**src/rtl/core/two_bone_vertex_skinning_assert.svh**
```systemverilog
// Assertion macros shared by the skinning block's RTL files.
// Each macro expects i_clk and i_rst_n in the scope where it is used.
`ifndef TWO_BONE_VERTEX_SKINNING_ASSERT_SVH
`define TWO_BONE_VERTEX_SKINNING_ASSERT_SVH

// A condition that holds at every clock edge outside reset.
`define TBVS_ASSERT_HOLDS(label, cond, msg) \
    label: assert property (@(posedge i_clk) disable iff (!i_rst_n) (cond)) \
        else $error(msg);

// A condition that implies another one in the same cycle.
`define TBVS_ASSERT_IMPLIES(label, pre, post, msg) \
    label: assert property (@(posedge i_clk) disable iff (!i_rst_n) (pre) |-> (post)) \
        else $error(msg);

// A condition that implies another one in the next cycle.
`define TBVS_ASSERT_NEXT(label, pre, post, msg) \
    label: assert property (@(posedge i_clk) disable iff (!i_rst_n) (pre) |=> (post)) \
        else $error(msg);

`endif

```
**src/rtl/core/tbvs_pkg.sv**
```systemverilog
// Package of the two-bone skinning block: sizes, codes, helper functions and
// the structs passed between its modules. Depends on nothing.
package tbvs_pkg;

    localparam int BONE_SLOTS = 64;
    localparam int BONE_AW    = $clog2(BONE_SLOTS > 1 ? BONE_SLOTS : 2);
    localparam int BONE_W     = 6;
    localparam int OOR_W      = 9;
    localparam int WORD_W     = 4;
    localparam int AXES       = 3;
    localparam int ROT_WORDS  = AXES * AXES;
    localparam int TRN_WORDS  = AXES;
    localparam int FRAC_BITS  = 12;

    localparam int COORD_W    = 16;
    localparam int ROT_W      = 16;
    localparam int TRN_W      = 32;
    localparam int WT_W       = 8;
    localparam int PROD_W     = ROT_W + COORD_W;
    localparam int ROWSUM_W   = PROD_W + 2;
    localparam int SHR_W      = ROWSUM_W - FRAC_BITS;
    localparam int POSE_W     = TRN_W + 1;
    localparam int BLEND_W    = POSE_W + WT_W + 1;
    localparam int MAG_BYTES  = (BLEND_W + 7) / 8;
    localparam int MAG_W      = MAG_BYTES * 8;
    localparam int BSUM_W     = 8 + $clog2(MAG_BYTES);
    localparam int FOLD_W     = 9;

    localparam logic [WT_W-1:0] WEIGHT_FULL = 8'd255;

    typedef enum logic {
        ACT_LOAD = 1'b0,
        ACT_SKIN = 1'b1
    } t_action;

    typedef logic [BONE_W-1:0]  t_bone;
    typedef logic [BONE_AW-1:0] t_addr;
    typedef logic [WORD_W-1:0]  t_word;

    typedef struct packed {
        logic               valid;
        t_bone              bone;
        t_word              word;
        logic [TRN_W-1:0]   value;
    } t_wr_req;

    typedef struct packed {
        logic                           valid;
        t_bone                          bone0;
        t_bone                          bone1;
        logic [AXES-1:0][COORD_W-1:0]   vert;
        logic [WT_W-1:0]                weight;
        logic                           last;
    } t_skin_req;

    typedef struct packed {
        logic                               valid;
        logic [1:0][AXES-1:0][POSE_W-1:0]   p;
        logic [WT_W-1:0]                    weight;
        logic                               last;
    } t_pose;

    typedef struct packed {
        logic [COORD_W-1:0] x;
        logic [COORD_W-1:0] y;
        logic [COORD_W-1:0] z;
        logic               done;
    } t_vertex;

    function automatic logic bone_oor(input t_bone b);
        return OOR_W'(b) >= OOR_W'(BONE_SLOTS);
    endfunction

    function automatic t_addr to_addr(input t_bone b);
        return BONE_AW'(b);
    endfunction

endpackage

```
**src/rtl/core/tbvs_blend.sv**
```systemverilog
// Weight blend of the two bone results, division by 255 toward zero, and the
// output register. Depends on tbvs_pkg and the assertion header.
`include "two_bone_vertex_skinning_assert.svh"

module tbvs_blend (
    input  logic                i_clk,
    input  logic                i_rst_n,
    input  tbvs_pkg::t_pose     i_pose,
    output logic                o_ready,
    input  logic                i_out_ready,
    output logic                o_out_valid,
    output tbvs_pkg::t_vertex   o_out
);

    logic                                   en_e, en_f, en_g, en_h, en_i, en_out;
    logic                                   full;
    logic [tbvs_pkg::WT_W-1:0]              w1;

    logic                                   r_e_v;
    logic signed [tbvs_pkg::BLEND_W-1:0]    r_e_m [2][tbvs_pkg::AXES];
    logic signed [tbvs_pkg::BLEND_W-1:0]    n_e_m [2][tbvs_pkg::AXES];
    logic                                   r_e_last;

    logic                                   r_f_v;
    logic signed [tbvs_pkg::BLEND_W-1:0]    r_f_sum [tbvs_pkg::AXES];
    logic                                   r_f_last;

    logic                                   r_g_v;
    logic [tbvs_pkg::BLEND_W-1:0]           r_g_mag [tbvs_pkg::AXES];
    logic [tbvs_pkg::BLEND_W-1:0]           n_g_mag [tbvs_pkg::AXES];
    logic [tbvs_pkg::AXES-1:0]              r_g_neg;
    logic                                   r_g_last;

    logic [tbvs_pkg::MAG_W-1:0]             pad [tbvs_pkg::AXES];
    logic                                   r_h_v;
    logic [tbvs_pkg::BSUM_W-1:0]            r_h_bsum [tbvs_pkg::AXES];
    logic [tbvs_pkg::BSUM_W-1:0]            n_h_bsum [tbvs_pkg::AXES];
    logic [tbvs_pkg::COORD_W-1:0]           r_h_low [tbvs_pkg::AXES];
    logic [tbvs_pkg::AXES-1:0]              r_h_neg;
    logic                                   r_h_last;

    logic [tbvs_pkg::FOLD_W-1:0]            fold [tbvs_pkg::AXES];
    logic                                   r_i_v;
    logic [tbvs_pkg::WT_W-1:0]              r_i_rem [tbvs_pkg::AXES];
    logic [tbvs_pkg::WT_W-1:0]              n_i_rem [tbvs_pkg::AXES];
    logic [tbvs_pkg::COORD_W-1:0]           r_i_low [tbvs_pkg::AXES];
    logic [tbvs_pkg::AXES-1:0]              r_i_neg;
    logic                                   r_i_last;

    logic [tbvs_pkg::COORD_W-1:0]           diff [tbvs_pkg::AXES];
    logic [tbvs_pkg::COORD_W-1:0]           quo [tbvs_pkg::AXES];
    logic [tbvs_pkg::COORD_W-1:0]           n_res [tbvs_pkg::AXES];
    logic                                   r_out_valid;
    tbvs_pkg::t_vertex                      r_out;

    assign en_out  = !r_out_valid || i_out_ready;
    assign en_i    = !r_i_v || en_out;
    assign en_h    = !r_h_v || en_i;
    assign en_g    = !r_g_v || en_h;
    assign en_f    = !r_f_v || en_g;
    assign en_e    = !r_e_v || en_f;
    assign o_ready = en_e;

    // With full weight the second bone is not used and may never have been loaded.
    always_comb begin
        full = (i_pose.weight == tbvs_pkg::WEIGHT_FULL);
        w1   = tbvs_pkg::WEIGHT_FULL - i_pose.weight;
        for (int r = 0; r < tbvs_pkg::AXES; r++) begin
            n_e_m[0][r] = tbvs_pkg::BLEND_W'($signed(i_pose.p[0][r])) *
                          tbvs_pkg::BLEND_W'($signed({1'b0, i_pose.weight}));
            if (full) begin
                n_e_m[1][r] = '0;
            end else begin
                n_e_m[1][r] = tbvs_pkg::BLEND_W'($signed(i_pose.p[1][r])) *
                              tbvs_pkg::BLEND_W'($signed({1'b0, w1}));
            end
        end
    end

    // The remainder by 255 is the byte digit sum folded once, since 256 is 1
    // modulo 255. The low quotient bits then follow from the inverse of 255
    // modulo 2^16, which is -257.
    always_comb begin
        for (int r = 0; r < tbvs_pkg::AXES; r++) begin
            if (r_f_sum[r][tbvs_pkg::BLEND_W-1]) begin
                n_g_mag[r] = tbvs_pkg::BLEND_W'(-r_f_sum[r]);
            end else begin
                n_g_mag[r] = tbvs_pkg::BLEND_W'(r_f_sum[r]);
            end

            pad[r]      = tbvs_pkg::MAG_W'(r_g_mag[r]);
            n_h_bsum[r] = '0;
            for (int i = 0; i < tbvs_pkg::MAG_BYTES; i++) begin
                n_h_bsum[r] = n_h_bsum[r] + tbvs_pkg::BSUM_W'(pad[r][8*i +: 8]);
            end

            fold[r] = tbvs_pkg::FOLD_W'(r_h_bsum[r][7:0])
                    + tbvs_pkg::FOLD_W'(r_h_bsum[r][tbvs_pkg::BSUM_W-1:8]);
            if (fold[r] >= tbvs_pkg::FOLD_W'(tbvs_pkg::WEIGHT_FULL)) begin
                n_i_rem[r] = tbvs_pkg::WT_W'(fold[r] - tbvs_pkg::FOLD_W'(tbvs_pkg::WEIGHT_FULL));
            end else begin
                n_i_rem[r] = tbvs_pkg::WT_W'(fold[r]);
            end

            diff[r] = tbvs_pkg::COORD_W'(r_i_rem[r]) - r_i_low[r];
            quo[r]  = diff[r] + {diff[r][7:0], 8'b0};
            if (r_i_neg[r]) begin
                n_res[r] = -quo[r];
            end else begin
                n_res[r] = quo[r];
            end
        end
    end

    always_ff @(posedge i_clk) begin
        if (!i_rst_n) begin
            r_e_v       <= 1'b0;
            r_f_v       <= 1'b0;
            r_g_v       <= 1'b0;
            r_h_v       <= 1'b0;
            r_i_v       <= 1'b0;
            r_out_valid <= 1'b0;
        end else begin
            if (en_e) begin
                r_e_v <= i_pose.valid;
            end
            if (en_f) begin
                r_f_v <= r_e_v;
            end
            if (en_g) begin
                r_g_v <= r_f_v;
            end
            if (en_h) begin
                r_h_v <= r_g_v;
            end
            if (en_i) begin
                r_i_v <= r_h_v;
            end
            if (en_out) begin
                r_out_valid <= r_i_v;
            end
        end
    end

    always_ff @(posedge i_clk) begin
        if (en_e) begin
            r_e_m    <= n_e_m;
            r_e_last <= i_pose.last;
        end
        if (en_f) begin
            for (int r = 0; r < tbvs_pkg::AXES; r++) begin
                r_f_sum[r] <= r_e_m[0][r] + r_e_m[1][r];
            end
            r_f_last <= r_e_last;
        end
        if (en_g) begin
            for (int r = 0; r < tbvs_pkg::AXES; r++) begin
                r_g_neg[r] <= r_f_sum[r][tbvs_pkg::BLEND_W-1];
            end
            r_g_mag  <= n_g_mag;
            r_g_last <= r_f_last;
        end
        if (en_h) begin
            for (int r = 0; r < tbvs_pkg::AXES; r++) begin
                r_h_low[r] <= r_g_mag[r][tbvs_pkg::COORD_W-1:0];
            end
            r_h_bsum <= n_h_bsum;
            r_h_neg  <= r_g_neg;
            r_h_last <= r_g_last;
        end
        if (en_i) begin
            r_i_rem  <= n_i_rem;
            r_i_low  <= r_h_low;
            r_i_neg  <= r_h_neg;
            r_i_last <= r_h_last;
        end
        if (en_out) begin
            r_out.x    <= n_res[0];
            r_out.y    <= n_res[1];
            r_out.z    <= n_res[2];
            r_out.done <= r_i_last;
        end
    end

    assign o_out_valid = r_out_valid;
    assign o_out       = r_out;

    `TBVS_ASSERT_IMPLIES(a_rem_range, r_i_v,
        r_i_rem[0] < tbvs_pkg::WEIGHT_FULL && r_i_rem[1] < tbvs_pkg::WEIGHT_FULL &&
        r_i_rem[2] < tbvs_pkg::WEIGHT_FULL, "remainder by 255 out of range")
    `TBVS_ASSERT_IMPLIES(a_stall_full, !o_ready,
        r_e_v && r_f_v && r_g_v && r_h_v && r_i_v && r_out_valid && !i_out_ready,
        "stall with a bubble in the pipe")
    `TBVS_ASSERT_NEXT(a_i_hold, r_i_v && !en_out, r_i_v, "last stage lost a vertex")

endmodule

```
**config.mk**
```make
export PLATFORM = sky130hd
export DESIGN_NAME = tbvs_blend
export DESIGN_NICKNAME = d
export VERILOG_FILES = /design/src/rtl/core/tbvs_pkg.sv /design/src/rtl/core/tbvs_blend.sv
export VERILOG_INCLUDE_DIRS = /design/src /design/src/rtl/core
export SDC_FILE = /design/constraint.sdc
export NUM_CORES = 2
export LEC_CHECK = 0
export BUFFER_PORTS_ARGS = -buffer_cell sky130_fd_sc_hd__buf_4
export CORE_MARGIN = 4
export CORE_UTILIZATION = 70
export DETAILED_ROUTE_END_ITERATION = 10
export PLACE_DENSITY = 0.88
export SLEW_MARGIN = 20
export SYNTH_ARGS = -nofsm -noshare
export SYNTH_HDL_FRONTEND = slang
export SYNTH_SLANG_ARGS = --single-unit
```
**constraint.sdc**
```tcl
create_clock -name i_clk -period 20.3 [get_ports i_clk]
set_input_delay 4.06 -clock i_clk [delete_from_list [all_inputs] [get_ports i_clk]]
set_output_delay 4.06 -clock i_clk [all_outputs]
set_load 0.1 [all_outputs]
```
==> reports/qor.yml <==
io_pins: 262
fin_setup_tns_ns: 0
layout_min_cycle_time_ns: 11.30
critPathRequiredTime_ns: 20.70
fin_crit_sh: 0.556
yosysSeqAreaShare: 0.238
slowest_delay_ns: 0.70
ys.warnings.count: 0
setup_viol: 0
status: "finished clean"
place_congestion: 0.976
syn_to_final_growth_pct: 6.94
num_vias: 65262
wl_per_cell_microns: 20.1
firstDrtPassIters: 6
grt_pass1_wl_microns: 361000
antenna_found_initial: 27
clock_path_buffers: 3
cts_sinks: 726
tightest_slew_ns: 1.15
dp_hpwl_microns: 176000
synth_ff_type: "edfxtp_1"
clockRootBuffer: "clkbuf_16"
synth_nets: 11387
cts_made_buffers: 79
relSlewSlack: 0.230
hold_path.class: "reg2reg"
cp-end-kind: "register"
reg2reg_from: "r_i_rem[1]"
synthArstFlopShare: 0
critPathLaunch: "i_pose[5]"
crit_chain: "buf_6, buf_4, buf_4, and2_1, fa_1, fa_1, fa_1, inv_1, fa_1, inv_1, ha_1, a21o_1, a21o_1, o21ba_2, o21ai_0, a211oi_1, o21ai_0, a41oi_1, o31ai_1, o41ai_1, xnor2_1"
crit_buf_inv: 5
yosysUniqueCellTypes: 84
arrival_ns: 11.70
via_per_inst: 5.88
dieArea_sq_um: 137000
path_class: "in2reg"
cts_resized: 0
layout_common_cells: "1778 x inv_1, 1311 x fa_1, 720 x ha_1, 720 x edfxtp_1, 535 x nand2_1"
grt_pass1_vias: 69684
coreArea_sq_um: 130000
placed_cell_area_sq_um: 95100
drtIter0Drc: 5447
clk_pin_slew_ns: 0.06
die_w_microns: 370
cts_hold_buffers: 0
floorplan.initialDensity: 0.706
final_nets: 11524
fin_area_sq_um: 97900
crit_family: "compound AO/OA/AOI/OAI gates"
drt_drc_violations_left: 0
die_height_microns: 370
synth_edf_count: 720
drv_slew: 0
ys_ff_latch: 726
ff2ff_setup_slack_ns: 15.13
holdCritStartpoint: "r_h_low[46]"
drive_gt1_frac: 0.0500
post_cts_buffers: 0
portBuffers: 261
start_kind: "input pin"
worstPathMaxFanout: 75
clk_latency_ns: 0.66
grt_util_all_layers: 0.333
syn_inst: 9145
grt_setup_unrepaired: "false"
drv_cap: 0
cp_slowest_cell: "buf_4"
synth_area_sq_um: 91500
cpMostUsedCell: "fa_1"
wl_microns: 223000
final_antenna_net_count: 0
cts_tree: "done"
fin_worst_skew_ns: 0.0482
final_common_cell: "inv_1"
max_freq_mhz: 88.5
grt.overflow.total: 0
h-tree-depth: 3
synth_area_per_cell_sq_um: 10.0
hold_violations: 0
fp-row-count: 132
grt_max_degree: 136
==> sequential cells by signal, summed over array words and instances, names as in the netlist, 3 cells and up <==
name,cells
r_e_m,252
pad,126
r_f_sum,126
o_out,49
r_h_low,48
r_i_low,48
r_h_bsum,33
r_i_rem,24
r_g_neg,3
r_h_neg,3
r_i_neg,3
==> synthesized netlist by cell type, types with 29 or more instances <==
master / n / area, sq um
inv_1: 1781 / 6690
fa_1: 1311 / 26200
edfxtp_1: 720 / 21600
ha_1: 720 / 9010
nand2_1: 537 / 2020
and2_1: 506 / 3170
nor2b_1: 503 / 3150
xnor2_1: 442 / 3870
nand2b_1: 389 / 2430
a21oi_1: 345 / 1730
nor2_1: 319 / 1200
o21ai_0: 230 / 1150
clkbuf_1: 221 / 830
a21o_1: 209 / 1570
xor2_1: 159 / 1390
o21bai_1: 78 / 586
nand3_1: 67 / 335
o31ai_1: 59 / 443
nor3_1: 49 / 245
o21a_1: 46 / 345
nand4_1: 40 / 250
or3_1: 33 / 206
and3_1: 29 / 181
==> per-stage QoR <==
step	utilization	cells	worst slack [ns]	hold slack, ns
finish	0.755	11106	9.00	0.404
global route	0.755	11103	8.73	0.419
CTS	0.754	11082	9.15	0.409
detailed placement	0.733	10940	8.50	0.405
global placement	0.733	10940	8.71	0.401
floorplan	-	9145	5.26	0.400
==> cell type report <==
type,count,area (sq um)
Multi-Input combinational cell,6402,62200
Fill cell,8485,31800
Sequential cell,726,21700
Inverter,1781,6690
Timing Repair Buffer,292,2260
Tap cell,1742,2180
Clock buffer,92,2030
Clock inverter,50,706
Antenna cell,21,52.6
==> path summary, 6_finish.rpt <==
path / endpoint / cells past startpoint
worst max-delay path: r_e_m[206] / 21
worst min-delay path: r_i_low[46] / 0
worst max register to register: o_out[16] / 22
worst min register to register: r_i_low[46] / 0
==> per-layer routing <==
layer	up-vias	wire length, microns	track usage
li1	29371	-	-
met1	32529	82300	0.402
met2	2662	111000	0.574
met3	696	14600	0.0471
met4	4	15100	0.196
met5	-	28	0
==> cell families after synthesis <==
logic type,Yosys count,synth area share
flip-flops,726,0.238
buffers and inverters,2017,0.0829
multiplexers,6,0.000697
adder cells (fa/ha/maj),2031,0.385
XOR/XNOR,601,0.0575
AO/OA/AOI/OAI,1189,0.0837
AND/OR/NAND/NOR,2575,0.153
Power is not shown: default switching activity piles up to over one toggle a cycle in this logic, so the estimate is an artifact.
